[src/rtl/sjf_pkg.sv]
`timescale 1ns / 1ps
package sjf_pkg;

  localparam int unsigned FieldWidth = 16;

  typedef logic [FieldWidth-1:0] field_t;

  typedef struct packed {
    logic   valid;
    field_t id;
    field_t length;
    field_t run;
    field_t waited;
  } entry_t;

  // Broadcast from the top level to every cell for one tick.
  typedef struct packed {
    logic   ins_en;
    logic   done;
    entry_t new_entry;
  } ctrl_t;

  function automatic field_t sat_inc(input field_t v);
    return (v == '1) ? v : field_t'(v + 1'b1);
  endfunction

endpackage

[src/rtl/sjf_cell.sv]
`timescale 1ns / 1ps
module sjf_cell #(
  parameter bit IS_HEAD = 1'b0
) (
  input  logic           clk,
  input  logic           rst,
  input  logic           en,
  input  sjf_pkg::ctrl_t  ctrl,
  input  sjf_pkg::entry_t left_entry,
  input  logic           left_after,
  input  sjf_pkg::entry_t right_entry,
  input  logic           right_after,
  output sjf_pkg::entry_t entry,
  output logic           after
);
  import sjf_pkg::*;

  entry_t ins_self;
  entry_t ins_right;
  entry_t entry_next;

  // This slot lies at or beyond the insertion point; the head only when empty.
  always_comb begin
    if (IS_HEAD) begin
      after = !entry.valid;
    end else begin
      after = !entry.valid || (entry.length > ctrl.new_entry.length);
    end
  end

  // Slot contents after the arrival is placed, here and one to the right.
  always_comb begin
    ins_self  = entry;
    ins_right = right_entry;
    if (ctrl.ins_en) begin
      if (after) begin
        ins_self = left_after ? left_entry : ctrl.new_entry;
      end
      if (right_after) begin
        ins_right = after ? entry : ctrl.new_entry;
      end
    end
  end

  // Tick: the head runs, the others wait; on completion shift left.
  always_comb begin
    if (ctrl.done) begin
      entry_next        = ins_right;
      entry_next.waited = sat_inc(ins_right.waited);
    end else if (IS_HEAD) begin
      entry_next     = ins_self;
      entry_next.run = sat_inc(ins_self.run);
    end else begin
      entry_next        = ins_self;
      entry_next.waited = sat_inc(ins_self.waited);
    end
  end

  always_ff @(posedge clk) begin
    if (rst) begin
      entry.valid <= 1'b0;
    end else if (en) begin
      entry <= entry_next;
    end
  end

endmodule

[src/rtl/shortest_job_first_scheduler_top.sv]
`timescale 1ns / 1ps
// Non-preemptive shortest-job-first scheduler built as a row of QUEUE_DEPTH
// sorted cells. Each accepted transaction (start high, busy low) is one
// scheduler tick: every cell compares the arriving length against its own,
// makes room or shifts, and updates its run or wait count in the same cycle,
// so a new tick can be started in every cycle. The result of a tick appears
// on the result ports in the cycle after it is accepted, for one cycle,
// marked by result_valid; it must be taken then. busy is high only while
// reset is held.
module shortest_job_first_scheduler_top #(
  parameter int unsigned QUEUE_DEPTH = 16
) (
  input  logic                clk,
  input  logic                rst,
  input  logic                start,
  output logic                busy,
  input  logic                arrive_valid,
  input  sjf_pkg::field_t     job_len,
  output logic                result_valid,
  output logic                running_valid,
  output sjf_pkg::field_t     running_id,
  output logic                done_res,
  output sjf_pkg::field_t     done_id,
  output sjf_pkg::field_t     done_run,
  output sjf_pkg::field_t     done_wait,
  output logic                dropped,
  output logic                queue_empty
);
  import sjf_pkg::*;

  entry_t cell_entry [QUEUE_DEPTH];
  logic   cell_after [QUEUE_DEPTH];
  ctrl_t  ctrl;
  field_t next_id;
  logic   accept;
  logic   full;
  entry_t head;
  field_t head_run;

  assign busy   = rst;
  assign accept = start && !busy;
  assign full   = cell_entry[QUEUE_DEPTH-1].valid;

  always_comb begin
    ctrl.ins_en           = arrive_valid && !full;
    ctrl.new_entry.valid  = 1'b1;
    ctrl.new_entry.id     = next_id;
    ctrl.new_entry.length = job_len;
    ctrl.new_entry.run    = '0;
    ctrl.new_entry.waited = '0;
    // An arrival into an empty queue becomes the head at once.
    head     = (ctrl.ins_en && !cell_entry[0].valid) ? ctrl.new_entry : cell_entry[0];
    head_run = sat_inc(head.run);
    ctrl.done = head.valid && (head.length <= head_run);
  end

  for (genvar i = 0; i < QUEUE_DEPTH; i++) begin : g_cell
    entry_t left_e;
    logic   left_a;
    entry_t right_e;
    logic   right_a;
    if (i == 0) begin : g_first
      assign left_e = '0;
      assign left_a = 1'b0;
    end else begin : g_mid_l
      assign left_e = cell_entry[i-1];
      assign left_a = cell_after[i-1];
    end
    if (i == QUEUE_DEPTH - 1) begin : g_last
      assign right_e = '0;
      assign right_a = 1'b1;
    end else begin : g_mid_r
      assign right_e = cell_entry[i+1];
      assign right_a = cell_after[i+1];
    end
    sjf_cell #(
      .IS_HEAD (i == 0)
    ) u_cell (
      .clk         (clk),
      .rst         (rst),
      .en          (accept),
      .ctrl        (ctrl),
      .left_entry  (left_e),
      .left_after  (left_a),
      .right_entry (right_e),
      .right_after (right_a),
      .entry       (cell_entry[i]),
      .after       (cell_after[i])
    );
  end

  always_ff @(posedge clk) begin
    if (rst) begin
      next_id      <= '0;
      result_valid <= 1'b0;
    end else begin
      result_valid <= accept;
      if (accept && ctrl.ins_en) begin
        next_id <= field_t'(next_id + 1'b1);
      end
    end
  end

  // Queue is empty after the tick when nothing is left once the head leaves.
  logic second_valid;
  always_comb begin
    if (QUEUE_DEPTH > 1) begin
      second_valid = (cell_entry[0].valid && cell_entry[1 % QUEUE_DEPTH].valid)
                  || (cell_entry[0].valid && ctrl.ins_en);
    end else begin
      second_valid = 1'b0;
    end
  end

  always_ff @(posedge clk) begin
    if (accept) begin
      running_valid <= head.valid;
      running_id    <= head.valid ? head.id : '0;
      done_res      <= ctrl.done;
      done_id       <= ctrl.done ? head.id : '0;
      done_run      <= ctrl.done ? head_run : '0;
      done_wait     <= ctrl.done ? head.waited : '0;
      dropped       <= arrive_valid && full;
      queue_empty   <= !head.valid || (ctrl.done && !second_valid);
    end
  end

endmodule

[config.mk]
export PLATFORM = sky130hd
export DESIGN_NAME = shortest_job_first_scheduler_top
export DESIGN_NICKNAME = d
export VERILOG_FILES = /design/src/rtl/sjf_pkg.sv /design/src/rtl/sjf_cell.sv /design/src/rtl/shortest_job_first_scheduler_top.sv
export SDC_FILE = /design/constraint.sdc
export NUM_CORES = 2
export LEC_CHECK = 0
export ABC_AREA = 1
export BUFFER_PORTS_ARGS = -buffer_cell sky130_fd_sc_hd__buf_2
export CORE_UTILIZATION = 64
export DETAILED_ROUTE_END_ITERATION = 8
export PLACE_DENSITY = 0.81
export SYNTH_ARGS = -nofsm -noshare
export SYNTH_HDL_FRONTEND = slang
export SYNTH_SLANG_ARGS = --single-unit
export TNS_END_PERCENT = 100
[constraint.sdc]
create_clock -name clk -period 64.3 [get_ports clk]
set_input_delay 6.43 -clock clk [delete_from_list [all_inputs] [get_ports clk]]
set_output_delay 6.43 -clock clk [all_outputs]
set_load 0.02 [all_outputs]
# After elaboration in Yosys (flattened, before gate mapping)
# Cells that the tools add are included.
[word_totals] ff_bits=1125 inputBits=20 output_inout_bits=70 word_cells=283
[op_classes] add_sub_neg=19 n_lt_le_gt_ge=16 n_eq_ne=20 muxes=84 bitwise_logic=2 n_reduce_logical=52
[ops] cell="65-bit 2-to-1 mux" n=65
[ops] cell="16-bit by 1-bit adder with 16-bit output (second input constant)" n=19
[ops] cell="16-bit == test (second input constant)" n=18
[ops] cell="16-bit 2-to-1 mux" n=18
[ops] cell="16-bit greater-than comparator" n=15
[ops] cell="64-bit 2-to-1 mux" n=1
[ops] cell="1-bit logical NOT" n=19
[ops] cell="1-bit logical OR" n=17
[ops] cell="16-bit <= comparator" n=1
[ops] cell="1-bit logical AND" n=9
[ops] cell="2-bit AND reduction" n=3
[ops] cell="4-bit AND reduction" n=1
[ops] cell="3-bit != test (second input constant)" n=1
[ops] cell="3-bit AND reduction" n=1
[ops] cell="2-bit != test (second input constant)" n=1
[ops] cell="1-bit inverter" n=2
[ops] cell="2-bit nonzero test" n=1
[ops] cell="2-bit OR reduction" n=1

# Depth between registers and ports, before layout
[logic_depth] ltp_word=10 ltp_mapped=33 mapped_depth_nobuf=31

# Modules after synthesis
# A second synthesis with hierarchy kept.
[hier_totals] cells_unflattened=14591 hier_area_um2=102603.4
[modules_own_cells] mod="sjf_cell at g_cell[1].u_cell ..." instances=9 cells_each=881 area_each_um2=6098.3 seq_area_each_um2=1941.9
[modules_own_cells] mod="sjf_cell at g_cell[10].u_cell ..." instances=5 cells_each=859 area_each_um2=6133.4 seq_area_each_um2=1941.9
[modules_own_cells] mod="sjf_cell at g_cell[15].u_cell" instances=1 cells_each=924 area_each_um2=6422.4 seq_area_each_um2=1941.9
[modules_own_cells] mod="sjf_cell at g_cell[0].u_cell" instances=1 cells_each=928 area_each_um2=5967.0 seq_area_each_um2=1941.9
[modules_own_cells] mod="shortest_job_first_scheduler_top" instances=1 cells_each=515 area_each_um2=4662.0 seq_area_each_um2=2382.3

# Worst setup path before layout
# OpenSTA, ideal clock, no wires.
[synth_path] kind="input-to-reg" startpoint="in rst" endpoint="reg g_cell[11].u_cell.entry[64] in the netlist's numbering" setup_ps=131 t_arrival_ps=35697 required_ps=64169 slack_ps=28472 path_stages=8 path_buffers=2 cell_sequence="buf_2 -> inv_2 -> nand2_2 -> inv_1 -> clkbuf_1 -> o221ai_1 -> nand2_1 -> inv_1"
[synth_between] elab_chain_len=2
[synth_lines] element="start: declaration" line_no="shortest_job_first_scheduler_top.sv:14" rtl="input logic rst,"
[synth_lines] element="1-bit logical NOT" line_no="shortest_job_first_scheduler_top.sv:41" rtl="assign accept = start && !busy;"
[synth_lines] element="1-bit logical AND" line_no="shortest_job_first_scheduler_top.sv:41"
[synth_lines] element="via accept" line_no="shortest_job_first_scheduler_top.sv:35" rtl="logic accept;"
[synth_lines] element="end signal: assignment" line_no="sjf_cell.sv:63" rtl="entry <= entry_next;"
[synth_lines] element="end: declaration" line_no="sjf_cell.sv:13" rtl="output sjf_pkg::entry_t entry,"
# The timed path passes the listed nets, and every way through them passes these cells.
# A chain may end at the register's enable or synchronous reset.

==> impl_metrics.toml <==
[min_path]
hp-class = "reg -> reg"
min_from = "g_cell[0].u_cell.entry[10]"

[timing]
setup_ws_ns = 50.75
fin_crit_sh = 0.211
min_period_ns = 13.55
finClkSkew_ns = 0.0388
setup_violations = 0
slew_viol_final = 0
fin_tns_setup_ns = 0
slew_headroom = 0.211
hold_viol = 0
rsz0062_at_grt = "no"
max_freq_ghz = 0.0738
tightest_slew_ns = 1.18

[worst_setup_path]
worstPathMaxFanout = 184
end_kind = "register"
cp_slowest_cell = "buf_4"
critPathMostFrequentCell = "nor2_1"
required_ns = 64.78
critical_path_buf_inv_count = 7
r2r_cells = 27
cp_top_family = "simple AND/OR/NAND/NOR gates"
worst-path-stages = 28
reg2reg_from = "g_cell[0].u_cell.entry[64]"
crit_end = "g_cell[1].u_cell.entry[43]"
worstPathArrival_ns = 14.03
r2r-end = "g_cell[1].u_cell.entry[43]"
ff2ff_setup_slack_ns = 55.14
critPathMaxStageDelay_ns = 0.98
startpoint_type = "primary input"
path_class = "in -> reg"
crit_path_start = "arrive_valid"

[synthesis]
ys_seq_area_frac = 0.432
synth_edf_count = 1092
synthCells = 9669
yosys_register_bits = 1125
synth_flop_cell = "edfxtp_1"
synth_cell_types = 56
synth_nets = 9948
synth.avg_cell_area_um2 = 8.00
async_flop_share = 0
syn-cell-area_um2 = 77400
synth_warnings = 0

[finish]
layout_common_cells = "nand2_1, o21ai_0, edfxtp_1"
synthToLayoutAreaGrowth_pct = 6.10
multiInputGateArea_um2 = 38600
layout_commonest_cell = "nand2_1"
num-nets-final = 9652
seq_area_um2 = 33500
drive_above_1_share = 0.0718
stdcell_count = 11100
post-route-util = 0.685
fillerInstances = 10000

[cts]
cts_made_buffers = 132
cts_root_buf = "clkbuf_16"
htreeDepth = 4
cts_tree = "done"
clkSlewWorstSetupHoldPaths_ns = 0.06
postCtsHoldBufs = 0
cts_sinks = 1125
clk_latency_ns = 0.77
post_cts_buffers = 0
cts.path.max_buffers = 3
cts_resized = 0

[placement]
gp_congestion = 0.906
pre_cts_slack_ns = 50.09
place_hpwl_mm = 157
portBuffers = 89
dp_cells = 10900

[floorplanning]
initial_core_util = 0.646
fp.dieArea_um2 = 122000
rows = 127
coreArea_um2 = 120000
die_h_um = 350
die_w_um = 350
ios = 90

[routing]
viasPerCell = 6.37
ant_nets = 0
drc = 0
drtIter0Drc = 9639
num_vias = 70600
dr.pass1.iters = 6
wl_per_cell_um = 21.3
wl_mm = 236

[global_route]
grt_max_degree = 221
antenna_found_initial = 4
grt_pass1_wl_mm = 368
grt.total_usage = 0.378
gr-total-overflow = 0
grt_pass1_vias = 65200

[run]
cap_violations = 0

[pwr]
leakage_uw = 0.0353
p_per_area_nw_per_um2 = 27.8
vdd.ir_drop.worst_uv = 31.5

[outcome]
status = "completed"
## power by group
part           total (uW)  internal (uW)  leakage, uW  switching (uW)
clock                 766            449      0.00208             317
sequential            948            910       0.0106            37.9
combinational         565            171       0.0226             394
## cell families (layout without fill, tap and decap cells)
family / after synthesis / after routing / share of synthesized area
mux: 320 / 320 / 0.0414
simple gates: 4310 / 4310 / 0.233
other cells: 0 / 2 / 0
compound gates: 2329 / 2329 / 0.176
xor+xnor: 40 / 40 / 0.00453
fa+ha+maj: 259 / 259 / 0.0419
buf+inv: 1286 / 1088 / 0.0701
flops: 1125 / 1125 / 0.432
## how the worst min path moves through the flow
stage | slack [ns] | cells after the start | end
floorplan | 0.50 | 1 | next_id[14]
global placement | 0.55 | 2 | done_wait[10]
detailed placement | 0.56 | 2 | done_wait[10]
CTS | 0.57 | 2 | done_wait[10]
global route | 0.60 | 2 | g_cell[15].u_cell.entry[33]
finish | 0.57 | 2 | done_wait[10]
## area by class of cell
type	instances	share of cell area
diodes	2	0.0000610
clock buffers	162	0.0433
clock inverters	70	0.00912
inverters	675	0.0311
multi-input cells	7258	0.470
flip-flops and latches	1125	0.408
well taps	1612	0.0246
repair buffers	181	0.0141
## per-layer routing
| metal | part of all wire | GRT usage |
|---|---|---|
| met3 | 0.11 | 0.0668 |
| met1 | 0.41 | 0.536 |
| met2 | 0.44 | 0.579 |
| met4 | 0.037 | 0.142 |
| met5 | 0.00012 | 0 |
## worst register-to-register path: cells and delay by family, from the launching register on
kind | cells | cell delay [ns]
AOI/OAI and AO/OA | 3 | 0.53
DFF | 1 | 0.30
adders and majority gates | 2 | 0.44
and+or+nand+nor | 15 | 3.18
buffers and inverters | 7 | 4.41
## per-stage QoR
step | hold WS [ns] | power [uW] | instance area, um2
2_1_floorplan | 0.504 | 1400 | 77400
3_3_place_gp | 0.550 | 1490 | 77800
3_5_place_dp | 0.557 | 1510 | 77800
4_1_cts | 0.575 | 2270 | 82100
5_1_grt | 0.598 | 2370 | 82100
6_report | 0.573 | 2280 | 82100
## state kept, by name (all words and copies together), names as in the netlist
register             count
done_id                 16
done_res                 1
done_run                16
done_wait               16
dropped                  1
g_cell.u_cell.entry   1040
next_id                 16
queue_empty              1
result_valid             1
running_id              16
running_valid            1
## Yosys cell counts (all sizes together) (8+ instances only)
cell    count  area [um2]
a21o       14         105
a21oi     366        1890
a32o       66         661
a32oi     144        1260
buf       277        1630
clkbuf    334        1250
dfxtp      33         661
edfxtp   1092       32800
ha        259        3240
inv       670        2520
mux2i     320        3200
nand2    3042       11800
nand3     437        2480
nand3b      8        63.8
nand4      79         500
nor2      681        2780
nor3       40         270
o211ai    285        2140
o21ai    1392        7130
o21bai     23         173
o221ai     10        87.6
o22ai      10        62.6
or2        17         106
xnor2       8        70.1
xor2       32         280
Power figures use the tool's default switching activity.
